[config.mk]
export PLATFORM = sky130hd
export DESIGN_NAME = bfil_ctrl
export DESIGN_NICKNAME = d
export VERILOG_FILES = /design/src/sv/bfil_pkg.sv /design/src/sv/bfil_ctrl.sv
export SDC_FILE = /design/constraint.sdc
export NUM_CORES = 1
export LEC_CHECK = 0
export ABC_AREA = 1
export BUFFER_PORTS_ARGS = -buffer_cell sky130_fd_sc_hd__clkbuf_2
export CORE_ASPECT_RATIO = 0.7
export CORE_MARGIN = 10
export CORE_UTILIZATION = 30
export DETAILED_ROUTE_END_ITERATION = 12
export PLACE_DENSITY = 0.58
export SLEW_MARGIN = 40
export SYNTH_ARGS = -nofsm -noshare
export SYNTH_HDL_FRONTEND = slang
export SYNTH_SLANG_ARGS = --single-unit
[constraint.sdc]
create_clock -name aclk -period 1.75 [get_ports aclk]
set_clock_uncertainty 0.15 [all_clocks]
set_input_delay 0.0875 -clock aclk [delete_from_list [all_inputs] [get_ports aclk]]
set_output_delay 0.0875 -clock aclk [all_outputs]
set_load 0.005 [all_outputs]
[src/sv/bfil_pkg.sv]
// ----------------------------------------------------------------------------
// bfil_pkg
// shared types, register indexes and constants of the bloom filter block
// ----------------------------------------------------------------------------
`default_nettype none
package bfil_pkg;

    localparam int MAX_HASHES   = 5;
    localparam int FILTER_DEPTH = 65536;
    localparam int IDX_W        = $clog2(FILTER_DEPTH);
    localparam int SIZE_W       = 17;
    localparam int HSEL_W       = $clog2(MAX_HASHES);
    localparam int WORD_W       = 32;
    localparam int WORDS        = FILTER_DEPTH / WORD_W;
    localparam int WADDR_W      = $clog2(WORDS);
    localparam int BIT_W        = $clog2(WORD_W);
    localparam int DIV_CNT_W    = 7;

    localparam logic [1:0] MODE_INSERT = 2'd0;
    localparam logic [1:0] MODE_LOOKUP = 2'd1;
    localparam logic [1:0] MODE_CLEAR  = 2'd2;

    localparam logic [3:0] REG_HASH_COUNT  = 4'd0;
    localparam logic [3:0] REG_FILTER_BITS = 4'd1;
    localparam logic [3:0] REG_CHUNK_BYTES = 4'd2;
    localparam logic [3:0] REG_COEF_0      = 4'd3;
    localparam logic [3:0] REG_COEF_LAST   = 4'd7;

    typedef enum logic [3:0] {
        ST_IDLE,
        ST_ACC,
        ST_NEXT,
        ST_DIV,
        ST_READ,
        ST_PROBE,
        ST_CLEAR,
        ST_OUT
    } state_t;

    typedef struct packed {
        logic             acc_load;
        logic             acc_zero;
        logic             div_start;
        logic             mem_read;
        logic             mem_write;
        logic             clr_write;
        logic [HSEL_W-1:0] hsel;
        logic [WADDR_W-1:0] clr_addr;
    } cmd_t;

    typedef struct packed {
        logic div_done;
        logic bit_set;
    } stat_t;

endpackage
`default_nettype wire

[src/sv/bfil_ctrl.sv]
// ----------------------------------------------------------------------------
// bfil_ctrl
// sequencer: accumulate, reduce each hash, probe or set bits, clear sweep
// ----------------------------------------------------------------------------
`default_nettype none
module bfil_ctrl import bfil_pkg::*; (
    input  wire logic        aclk,
    input  wire logic        aresetn,
    input  wire logic        in_fire,
    input  wire logic [1:0]  in_mode,
    input  wire logic        in_last,
    input  wire logic [2:0]  hash_count,
    input  wire logic        size_zero,
    input  wire logic        out_take,
    input  wire stat_t       stat,
    output cmd_t             cmd,
    output logic             in_ready,
    output logic             out_valid,
    output logic [1:0]       out_mode,
    output logic             out_hit,
    output logic             out_stored
);

    state_t              state_reg, state_next;
    logic [1:0]          mode_reg, mode_next;
    logic [HSEL_W-1:0]   h_reg, h_next;
    logic [2:0]          cnt_reg, cnt_next;
    logic                hit_reg, hit_next;
    logic                st_reg, st_next;
    logic [WADDR_W-1:0]  clr_reg, clr_next;
    logic [2:0]          cnt_eff;

    assign cnt_eff = (hash_count > 3'(MAX_HASHES)) ? 3'(MAX_HASHES) : hash_count;

    always_ff @(posedge aclk) begin
        if (!aresetn) begin
            state_reg <= ST_CLEAR;
            mode_reg  <= MODE_CLEAR;
            h_reg     <= '0;
            cnt_reg   <= '0;
            hit_reg   <= 1'b0;
            st_reg    <= 1'b0;
            clr_reg   <= '0;
        end else begin
            state_reg <= state_next;
            mode_reg  <= mode_next;
            h_reg     <= h_next;
            cnt_reg   <= cnt_next;
            hit_reg   <= hit_next;
            st_reg    <= st_next;
            clr_reg   <= clr_next;
        end
    end

    // reset sweep leaves no result; a clear op does
    logic from_op_reg, from_op_next;
    always_ff @(posedge aclk) begin
        if (!aresetn) from_op_reg <= 1'b0;
        else          from_op_reg <= from_op_next;
    end

    always_comb begin
        state_next   = state_reg;
        mode_next    = mode_reg;
        h_next       = h_reg;
        cnt_next     = cnt_reg;
        hit_next     = hit_reg;
        st_next      = st_reg;
        clr_next     = clr_reg;
        from_op_next = from_op_reg;
        cmd          = '0;
        cmd.hsel     = h_reg;
        cmd.clr_addr = clr_reg;
        in_ready     = 1'b0;
        unique case (state_reg)
            ST_IDLE: begin
                in_ready = 1'b1;
                if (in_fire) begin
                    mode_next = in_mode;
                    if (in_mode == MODE_CLEAR) begin
                        cmd.acc_zero = 1'b1;
                        clr_next     = '0;
                        from_op_next = 1'b1;
                        state_next   = ST_CLEAR;
                    end else if (in_mode != 2'd3) begin
                        cmd.acc_load = 1'b1;
                        state_next   = in_last ? ST_ACC : ST_IDLE;
                    end
                end
            end
            ST_ACC: begin
                h_next   = '0;
                cnt_next = cnt_eff;
                hit_next = !size_zero && (mode_reg == MODE_LOOKUP);
                st_next  = !size_zero && (mode_reg == MODE_INSERT);
                if (size_zero || cnt_eff == 3'd0) begin
                    cmd.acc_zero = 1'b1;
                    state_next   = ST_OUT;
                end else begin
                    state_next = ST_NEXT;
                end
            end
            ST_NEXT: begin
                cmd.div_start = 1'b1;
                state_next    = ST_DIV;
            end
            ST_DIV: begin
                if (stat.div_done) begin
                    cmd.mem_read = 1'b1;
                    state_next   = ST_READ;
                end
            end
            ST_READ: begin
                state_next = ST_PROBE;
            end
            ST_PROBE: begin
                if (mode_reg == MODE_INSERT) cmd.mem_write = 1'b1;
                else if (!stat.bit_set)      hit_next = 1'b0;
                if (32'(h_reg) + 1 >= 32'(cnt_reg)) begin
                    cmd.acc_zero = 1'b1;
                    state_next   = ST_OUT;
                end else begin
                    h_next     = h_reg + 1'b1;
                    state_next = ST_NEXT;
                end
            end
            ST_CLEAR: begin
                cmd.clr_write = 1'b1;
                clr_next      = clr_reg + 1'b1;
                if (&clr_reg) begin
                    hit_next   = 1'b0;
                    st_next    = 1'b1;
                    state_next = from_op_reg ? ST_OUT : ST_IDLE;
                end
            end
            ST_OUT: begin
                if (out_take) state_next = ST_IDLE;
            end
            default: state_next = ST_IDLE;
        endcase
    end

    assign out_valid  = (state_reg == ST_OUT);
    assign out_mode   = mode_reg;
    assign out_hit    = hit_reg;
    assign out_stored = st_reg;

endmodule
`default_nettype wire

======== Word level (Yosys, flattened, before mapping) ========
Index checks and enable logic that the tools add are counted.
cells by class
  add/sub/neg operators ................... 3
  multiplexer cells ....................... 38
  reductions and logical operators ........ 19
  $lt $le $gt $ge ......................... 2
  equality and inequality tests ........... 19
operators with widths
  cell                     count
  $pmux W4 S8              1
  $mux W4                  6
  $mux W11                 2
  $pmux W11 S2             1
  $mux W1                  18
  $ne A2 B2 Y1 const B     9
  $eq A4 B3 Y1 const B     4
  $mux W3                  5
  $add A11 B1 Y11 const B  1
  $reduce_and A11 Y1       1
  $eq A4 B2 Y1 const B     2
  $pmux W1 S3              2
  $pmux W3 S2              1
  $reduce_and A2 Y1        3
  $reduce_and A3 Y1        2
  $reduce_bool A2 Y1       3
  $reduce_and A5 Y1        1
  $add A3 B1 Y4 const B    1
  $eq A4 B1 Y1 const B     1
  $ge A4 B3 Y1             1
  $logic_not A4 Y1         1
  $reduce_and A4 Y1        1
  $add A3 B1 Y3 const B    1
  $gt A3 B3 Y1 const B     1
  11 further kinds         12
word-level totals
  input port bits ......................... 13
  output and inout bits ................... 26
  word-level logic and storage cells ...... 89
  flip-flop bits (word level) ............. 26

======== Depth between registers and ports, before layout ========
Gate-level depths: netlist of run 1.
  depth in word-level cells ............... 6
  mapped depth ............................ 12

======== Least setup slack after synthesis of run 1 ========
Ideal clock, no wire load.
  path type ............................... register to register
  start ................................... register clr_reg[0]
  end ..................................... register state_reg[2]
  arrival ................................. 1.379 ns
  path buffers ............................ 0
  library setup time ...................... 0.129 ns
  period minus slack after synthesis ...... 1.658 ns
  setup slack ............................. 0.092 ns
  stages on the path, launching flop included .. 11
  cell sequence ........................... dfxtp_1 -> ha_1 -> nand2_1 -> nor3_2 -> nand2_1 -> nand2_1 -> inv_1 -> nor2_4 -> inv_1 -> nand2_1 -> nand3_1
between the ends
  longest elaborated chain between the ends .. 3
ends and longest elaborated chain
  element                             line              RTL
  start: declaration                  bfil_ctrl.sv:30   logic [WADDR_W-1:0] clr_reg, clr_next;
  start signal: assignment            bfil_ctrl.sv:51   clr_reg <= clr_next;
  $reduce_and A11 Y1                  bfil_ctrl.sv:130  if (&clr_reg) begin
  $ne A2 B2 Y1 (no source line)       n/a
  $reduce_and A5 Y1 (no source line)  n/a
  end signal: assignment              bfil_ctrl.sv:45   state_reg <= state_next;
  end: declaration                    bfil_ctrl.sv:24   state_t state_reg, state_next;
Every way passes these cells.
A chain may end at the register's enable or synchronous reset.

==> metrics.cfg, run 1 <==
[status]
status = finished, violations left
violations = setup timing

[synth]
ys_top_cells_by_count = nand2_1, inv_1, nor2_1, dfxtp_1, nand3_1
async_flop_share_pct = 0
yosys_warnings = 0
syn_area_um2 = 1529
yosysSeqAreaShare_pct = 32.73
yosysMostFrequentCell = nand2_1
syn-num-nets = 251
synth_edf_count = 0
synth_area_leaders = dfxtp_1, nand2_1, inv_1, nor2_1, nand3_1
synth_cells = 233
synth_top_area_cell = dfxtp_1
dominantRegCellSynth = dfxtp_1
synth_top_area_share_pct = 32.73
ys_seq_elements = 25
synth.distinct_cells = 30
synth.avg_cell_area_um2 = 6.562

[critical_path]
timing.rr.start = h_reg[0]$_SDFFE_PN0P_
cp_data_arrival_time_ns = 1.64
crit_top_cell = nand2_2
worst_path_dominant_cell_family = adder cells
r2r_slack_ns = -0.01
required_ns = 1.51
r2r_end = state_reg[2]$_SDFFE_PN1P_
cp_num_buf_inv = 2
max_stage_delay_ns = 0.35
cp_max_fo = 2
worstPathCellList = ha_4, xnor2_2, inv_1, ha_1, nand2_2, nand2_2, nand2_2, nand2_1, clkbuf_2
cp_num_cells = 9
endpoint = cmd[18]
cp_slowest_cell = dfxtp_2
worstSetupPathType = flop to output port
worstSetupEndpointType = output port
ff2ff_path_depth = 11
critPathLaunchType = flop
setup.worst_path.start = h_reg[0]$_SDFFE_PN0P_

[floorplanning]
die_w_um = 105.3
die_h_um = 79.73
dieArea_um2 = 8398
num_rows = 21
core-area_um2 = 4861
io_pins = 39
start_util_pct = 31.45

[pwr]
p_per_area_nw_per_um2 = 1022
switching_share_pct = 43.50
p_comb_share_pct = 49.8
irDropWorstVdd_mv = 0.4111
finalPower_mw = 2.174
leakage_nw = 1.077
p_switching_mw = 0.9456
p_clk_share_pct = 16.5
p_int_mw = 1.228
p_seq_share_pct = 33.8

[grt]
grt_max_degree = 15
grt_pass1_wl_um = 7728
grt_pass1_vias = 1567
antenna_found_initial = 0
track_usage_pct = 11.14
gr-total-overflow = 0

[cts]
clk_pin_slew_ns = 0.09
numCtsBuffers = 3
htreeDepth = 1
cts_root_buffer = clkbuf_8
clock-sinks = 25
clk_latency_ns = 0.27
cts_tree = built
clockBufferDepth = 2

[layout]
final_util_pct = 43.76
largest_reg_flops = 11
num_antenna_cells = 0
nets = 317
area_delta_synth_final_pct = 39.12
drive_gt1_share_pct = 34.23
fin_cells = 367

[min_path]
hold_path_depth = 4
min_path_type = input pin to flop

[sta]
setup_viol = 3
setup_ws_ns = -0.1320
finalHoldViolCount = 0
finalCritPeriodShare_pct = 107.5
tightest_slew_ns = 0.4119
drv_slew = 0
period_needed_ns = 1.882
slew_headroom_pct = 72.54
rsz0062_at_grt = yes
fmax_mhz = 531.4

[drt]
via_count = 1642
dr.pass1.iters = 4
drt_iter0_markers = 92
viasPerCell = 4.474
drc = 0
wl_per_cell_um = 12.41
ant_nets = 0
drt-total-wl_um = 4554

[placement]
placed_cells = 350
io_buffers = 38
routabilityCongestion = 0.8333
dp_hpwl_um = 3382
pre_cts_ws_ns = 0.06853

[job]
maxCapViolCount = 0

## cells by family (layout without fill, tap and decap cells)
group | Yosys count | in the layout | synth area share [%]
and+or+nand+nor | 119 | 119 | 36.17
buffers and inverters | 46 | 111 | 11.87
AOI/OAI and AO/OA | 36 | 36 | 13.99
DFF | 25 | 25 | 32.73
adders and majority gates | 5 | 5 | 4.092
xor gates and xnor gates | 2 | 2 | 1.146
## layer usage
layer / share of wire (%) / GRT usage [%] / wire, µm
met1: 49 / 14.29 / 2244
met3: 5.6 / 3.468 / 255
met4: 0.97 / 3.279 / 44
met5: 0 / 0 / 0
met2: 44 / 17.53 / 2009
## cell usage in the layout (no fill, tap or decap), types with 3 or more instances in the layout
cell and n:
nand2_1 48, clkbuf_2 38, inv_1 37, nor2_1 27
dfxtp_1 20, nand3_1 17, buf_4 17, a21oi_1 16
o21ai_0 10, nand2_2 7, inv_2 5, dfxtp_2 5
dlygate4sd3_1 5, buf_6 4, nand3_2 3, nor2_4 3
nor3_1 3, nor2_2 3, nand4_1 3, ha_1 3
clkbuf_8 3
## cell type report
class                   instances  area [µm²]
fillers                       526        2734
multi-input cells             162       912.1
flip-flops and latches         25       506.7
repair buffers                 64       412.9
inverters                      43       162.7
well taps                      69       86.33
clock buffers                   3       41.29
clock inverters                 1       5.005
## power groups by stage
stage / Sequential [mW] / Combinational, mW / Clock [mW]
after floorplan: 0.732 / 0.636 / 0
after global placement: 0.735 / 0.992 / 0
after detailed placement: 0.738 / 1.00 / 0
after CTS: 0.724 / 1.01 / 0.371
after global routing: 0.743 / 1.20 / 0.396
final: 0.734 / 1.08 / 0.358
## repair_timing
item	4_1_cts	5_1_grt
endpoints found under the hold margin	6	0
setup endpoints to repair	1	10
cloned	0	0
pin swaps	3	6
gates resized for setup	8	22
hold buffers	5	0
setup buffers	7	3
## worst reg2reg max path, stage by stage, from the launching register on
cell	delay [ns]
dfxtp_2	0.35
ha_4	0.16
xnor2_2	0.12
inv_1	0.07
ha_1	0.28
nand2_2	0.09
nand2_2	0.06
nand2_2	0.07
buf_4	0.12
nand3_1	0.06
nand2_1	0.06
nand3_1	0.06
## how the worst min path moves through the flow
stage | from | endpoint | slack, ns
floorplan | in_mode[1] | cmd[19] | 0.06
global placement | hash_count[1] | cnt_reg[1]$_SDFFE_PN0P_ | 0.20
detailed placement | hash_count[1] | cnt_reg[1]$_SDFFE_PN0P_ | 0.21
CTS | out_take | state_reg[0]$_SDFFE_PN0P_ | 0.03
global route | out_take | state_reg[0]$_SDFFE_PN0P_ | 0.06
finish | stat[1] | state_reg[0]$_SDFFE_PN0P_ | 0.04
## stage by stage
stage | instance area (µm²) | hold slack, ns | setup TNS, ns
after detailed placement | 1884 | 0.2125 | 0
after CTS | 2054 | 0.03302 | -0.1413
after global routing | 2127 | 0.05618 | -0.6751
final | 2127 | 0.03748 | -0.1591
after floorplan | 1529 | 0.06159 | 0
after global placement | 1884 | 0.2005 | 0
No activity file was read; power rests on OpenSTA's default activity.
==> run 2, diff against run 1 <==
--- a/config.mk
+++ b/config.mk
@@ -7,11 +7,13 @@
 export LEC_CHECK = 0
 export ABC_AREA = 1
 export BUFFER_PORTS_ARGS = -buffer_cell sky130_fd_sc_hd__clkbuf_2
+export CELL_PAD_IN_SITES_DETAIL_PLACEMENT = 0
+export CELL_PAD_IN_SITES_GLOBAL_PLACEMENT = 1
 export CORE_ASPECT_RATIO = 0.7
 export CORE_MARGIN = 10
 export CORE_UTILIZATION = 30
 export DETAILED_ROUTE_END_ITERATION = 12
-export PLACE_DENSITY = 0.58
+export PLACE_DENSITY = 0.76
 export SLEW_MARGIN = 40
 export SYNTH_ARGS = -nofsm -noshare
 export SYNTH_HDL_FRONTEND = slang
==> metrics.cfg, run 2 (synthesis gave the netlist of run 1 again) <==
[floorplanning]
dieArea_um2 = 8398  ; unchanged
core-area_um2 = 4861  ; unchanged
num_rows = 21  ; unchanged
start_util_pct = 31.45  ; unchanged
io_pins = 39  ; unchanged
die_w_um = 105.3  ; unchanged
die_h_um = 79.73  ; unchanged

[placement]
place_area_um2 = 1869  ; -0.80%
placed_cells = 348  ; -0.57%
io_buffers = 38  ; unchanged
pre_cts_ws_ns = 0.06027  ; -0.008257 ns
routabilityCongestion = 0.8268  ; -0.78%
dp_hpwl_um = 3446  ; +1.9%

[min_path]
worstHoldStart = stat[1]
min_path_type = input pin to flop

[drt]
ant_nets = 0  ; unchanged
viasPerCell = 4.476  ; about the same
via_count = 1616  ; -1.6%
wl_per_cell_um = 12.70  ; +2.4%
drt_iter0_markers = 119  ; +29%
drc = 0  ; unchanged
dr.pass1.iters = 4  ; unchanged
drt-total-wl_um = 4585  ; +0.68%

[critical_path]
worstSetupPathType = flop to output port
worstSetupEndpointType = output port
worst_path_dominant_cell_family = adder cells
cp_slowest_cell = dfxtp_2
critPathLaunchType = flop
max_stage_delay_ns = 0.35  ; about the same
r2r_slack_ns = -0.01  ; about the same
cp_data_arrival_time_ns = 1.64  ; about the same
required_ns = 1.51  ; about the same
cp_max_fo = 2  ; unchanged
cp_num_buf_inv = 2  ; unchanged
timing.rr.start = h_reg[0]$_SDFFE_PN0P_
setup.worst_path.start = h_reg[0]$_SDFFE_PN0P_
worstPathCellList = ha_4, xnor2_2, inv_2, ha_4, nand2_4, nand2_2, nand2_2, nand2_1, clkbuf_2

[pwr]
leakage_nw = 1.052  ; -2.3%
p_per_area_nw_per_um2 = 1011  ; -1.1%
irDropWorstVdd_mv = 0.4604  ; +12%
p_clk_share_pct = 16.5  ; about the same
p_seq_share_pct = 34.3  ; +0.5 points
p_comb_share_pct = 49.1  ; -0.7 points
switching_share_pct = 43.70  ; +0.20 points
p_int_mw = 1.221  ; -0.62%
p_switching_mw = 0.9475  ; +0.20%
finalPower_mw = 2.168  ; -0.26%

[layout]
final_util_pct = 44.12  ; +0.36 points
area_delta_synth_final_pct = 40.26
largest_reg_flops = 11  ; unchanged
drive_gt1_share_pct = 35.96  ; +1.7 points
layout.cells.most_common = nand2_1
layout_common_cells = nand2_1, clkbuf_2, inv_1, nor2_1, dfxtp_1
nets = 311  ; -1.9%
fin_cells = 361  ; -1.6%
num_antenna_cells = 0  ; unchanged
postLayoutCellArea_um2 = 2145  ; +0.82%

[sta]
finalHoldViolCount = 0  ; unchanged
setup_ws_ns = -0.1268  ; +0.005176 ns
fmax_mhz = 532.8  ; +0.28%
slew_headroom_pct = 72.73  ; +0.20 points
tightest_slew_ns = 0.4089  ; -0.002966 ns
drv_slew = 0  ; unchanged
setup_viol = 3  ; unchanged
finalCritPeriodShare_pct = 107.2  ; -0.30 points
timing.setup.tns_ns = -0.1446  ; +0.01453 ns
rsz0062_at_grt = yes
period_needed_ns = 1.877  ; -0.005176 ns
whs_ns = 0.003886  ; -0.03360 ns

[cts]
cts_root_buffer = clkbuf_8
clockBufferDepth = 2  ; unchanged
clk_latency_ns = 0.27  ; about the same
cts_tree = built
numCtsBuffers = 3  ; unchanged
clock-sinks = 25  ; unchanged
htreeDepth = 1  ; unchanged
clk_pin_slew_ns = 0.09  ; about the same

[status]
violations = setup timing
status = finished, violations left

[grt]
grt_pass1_vias = 1464  ; -6.6%
grt_pass1_wl_um = 7169  ; -7.2%
antenna_found_initial = 0  ; unchanged
grt_max_degree = 15  ; unchanged
gr-total-overflow = 0  ; unchanged
track_usage_pct = 10.46  ; -0.67 points

[job]
maxCapViolCount = 0  ; unchanged

run 2: cell count changes in the layout (fill, tap and decap cells not counted), sizes merged:
cell         before  now
dlygate4sd3       5    4
buf              21   16
run 2: worst paths after layout:
path	endpoint	cells after the start
setup / recovery	cmd[18]	9
hold / removal	state_reg[0]$_SDFFE_PN0P_	4
setup reg to reg	state_reg[0]$_SDFFE_PN0P_	11
hold reg to reg	cnt_reg[1]$_SDFFE_PN0P_	2
run 2: worst register-to-register path: stages, from the launching register on:
cell and delay, ns:
dfxtp_2 0.35, ha_4 0.17, xnor2_2 0.15, inv_2 0.07, ha_4 0.28, nand2_4 0.05
nand2_2 0.07, nand2_2 0.06, buf_6 0.12, nand3_2 0.05, nand2_2 0.06, a21oi_2 0.12
run 2: layer usage:
layer  vias to the layer above  track usage, %  part of all wire [%]
met1                       711           14.85                    50
met5                         -               0                     0
met4                         0           3.005                  0.92
li1                        861               -                     -
met2                        40           14.81                    43
met3                         4           2.984                   5.9
run 2: layout make-up:
| cell class | instances | area, µm² |
|---|---|---|
| Sequential cell | 25 | 506.7 |
| Tap cell | 69 | 86.33 |
| Clock buffer | 3 | 41.29 |
| Multi-Input combinational cell | 162 | 978.4 |
| Timing Repair Buffer | 58 | 361.6 |
| Inverter | 43 | 165.2 |
| Fill cell | 534 | 2716 |
| Clock inverter | 1 | 5.005 |
run 2: repair_timing:
| item | in CTS | in global routing |
|---|---|---|
| hold buffers | 4 | 0 |
| gates resized for setup | 5 | 37 |
| hold endpoints to repair | 6 | 0 |
| setup buffers | 2 | 3 |
| endpoints found under the setup margin | 1 | 11 |
| gates cloned | 0 | 0 |
| pin swaps | 2 | 12 |
run 2: power groups by stage:
stage	combinational [mW]	clock, mW	sequential (mW)
6_report	1.07	0.359	0.745
5_1_grt	1.19	0.399	0.755
4_1_cts	0.969	0.370	0.734
3_5_place_dp	0.951	0	0.746
3_3_place_gp	0.953	0	0.748
2_1_floorplan	0.636	0	0.732
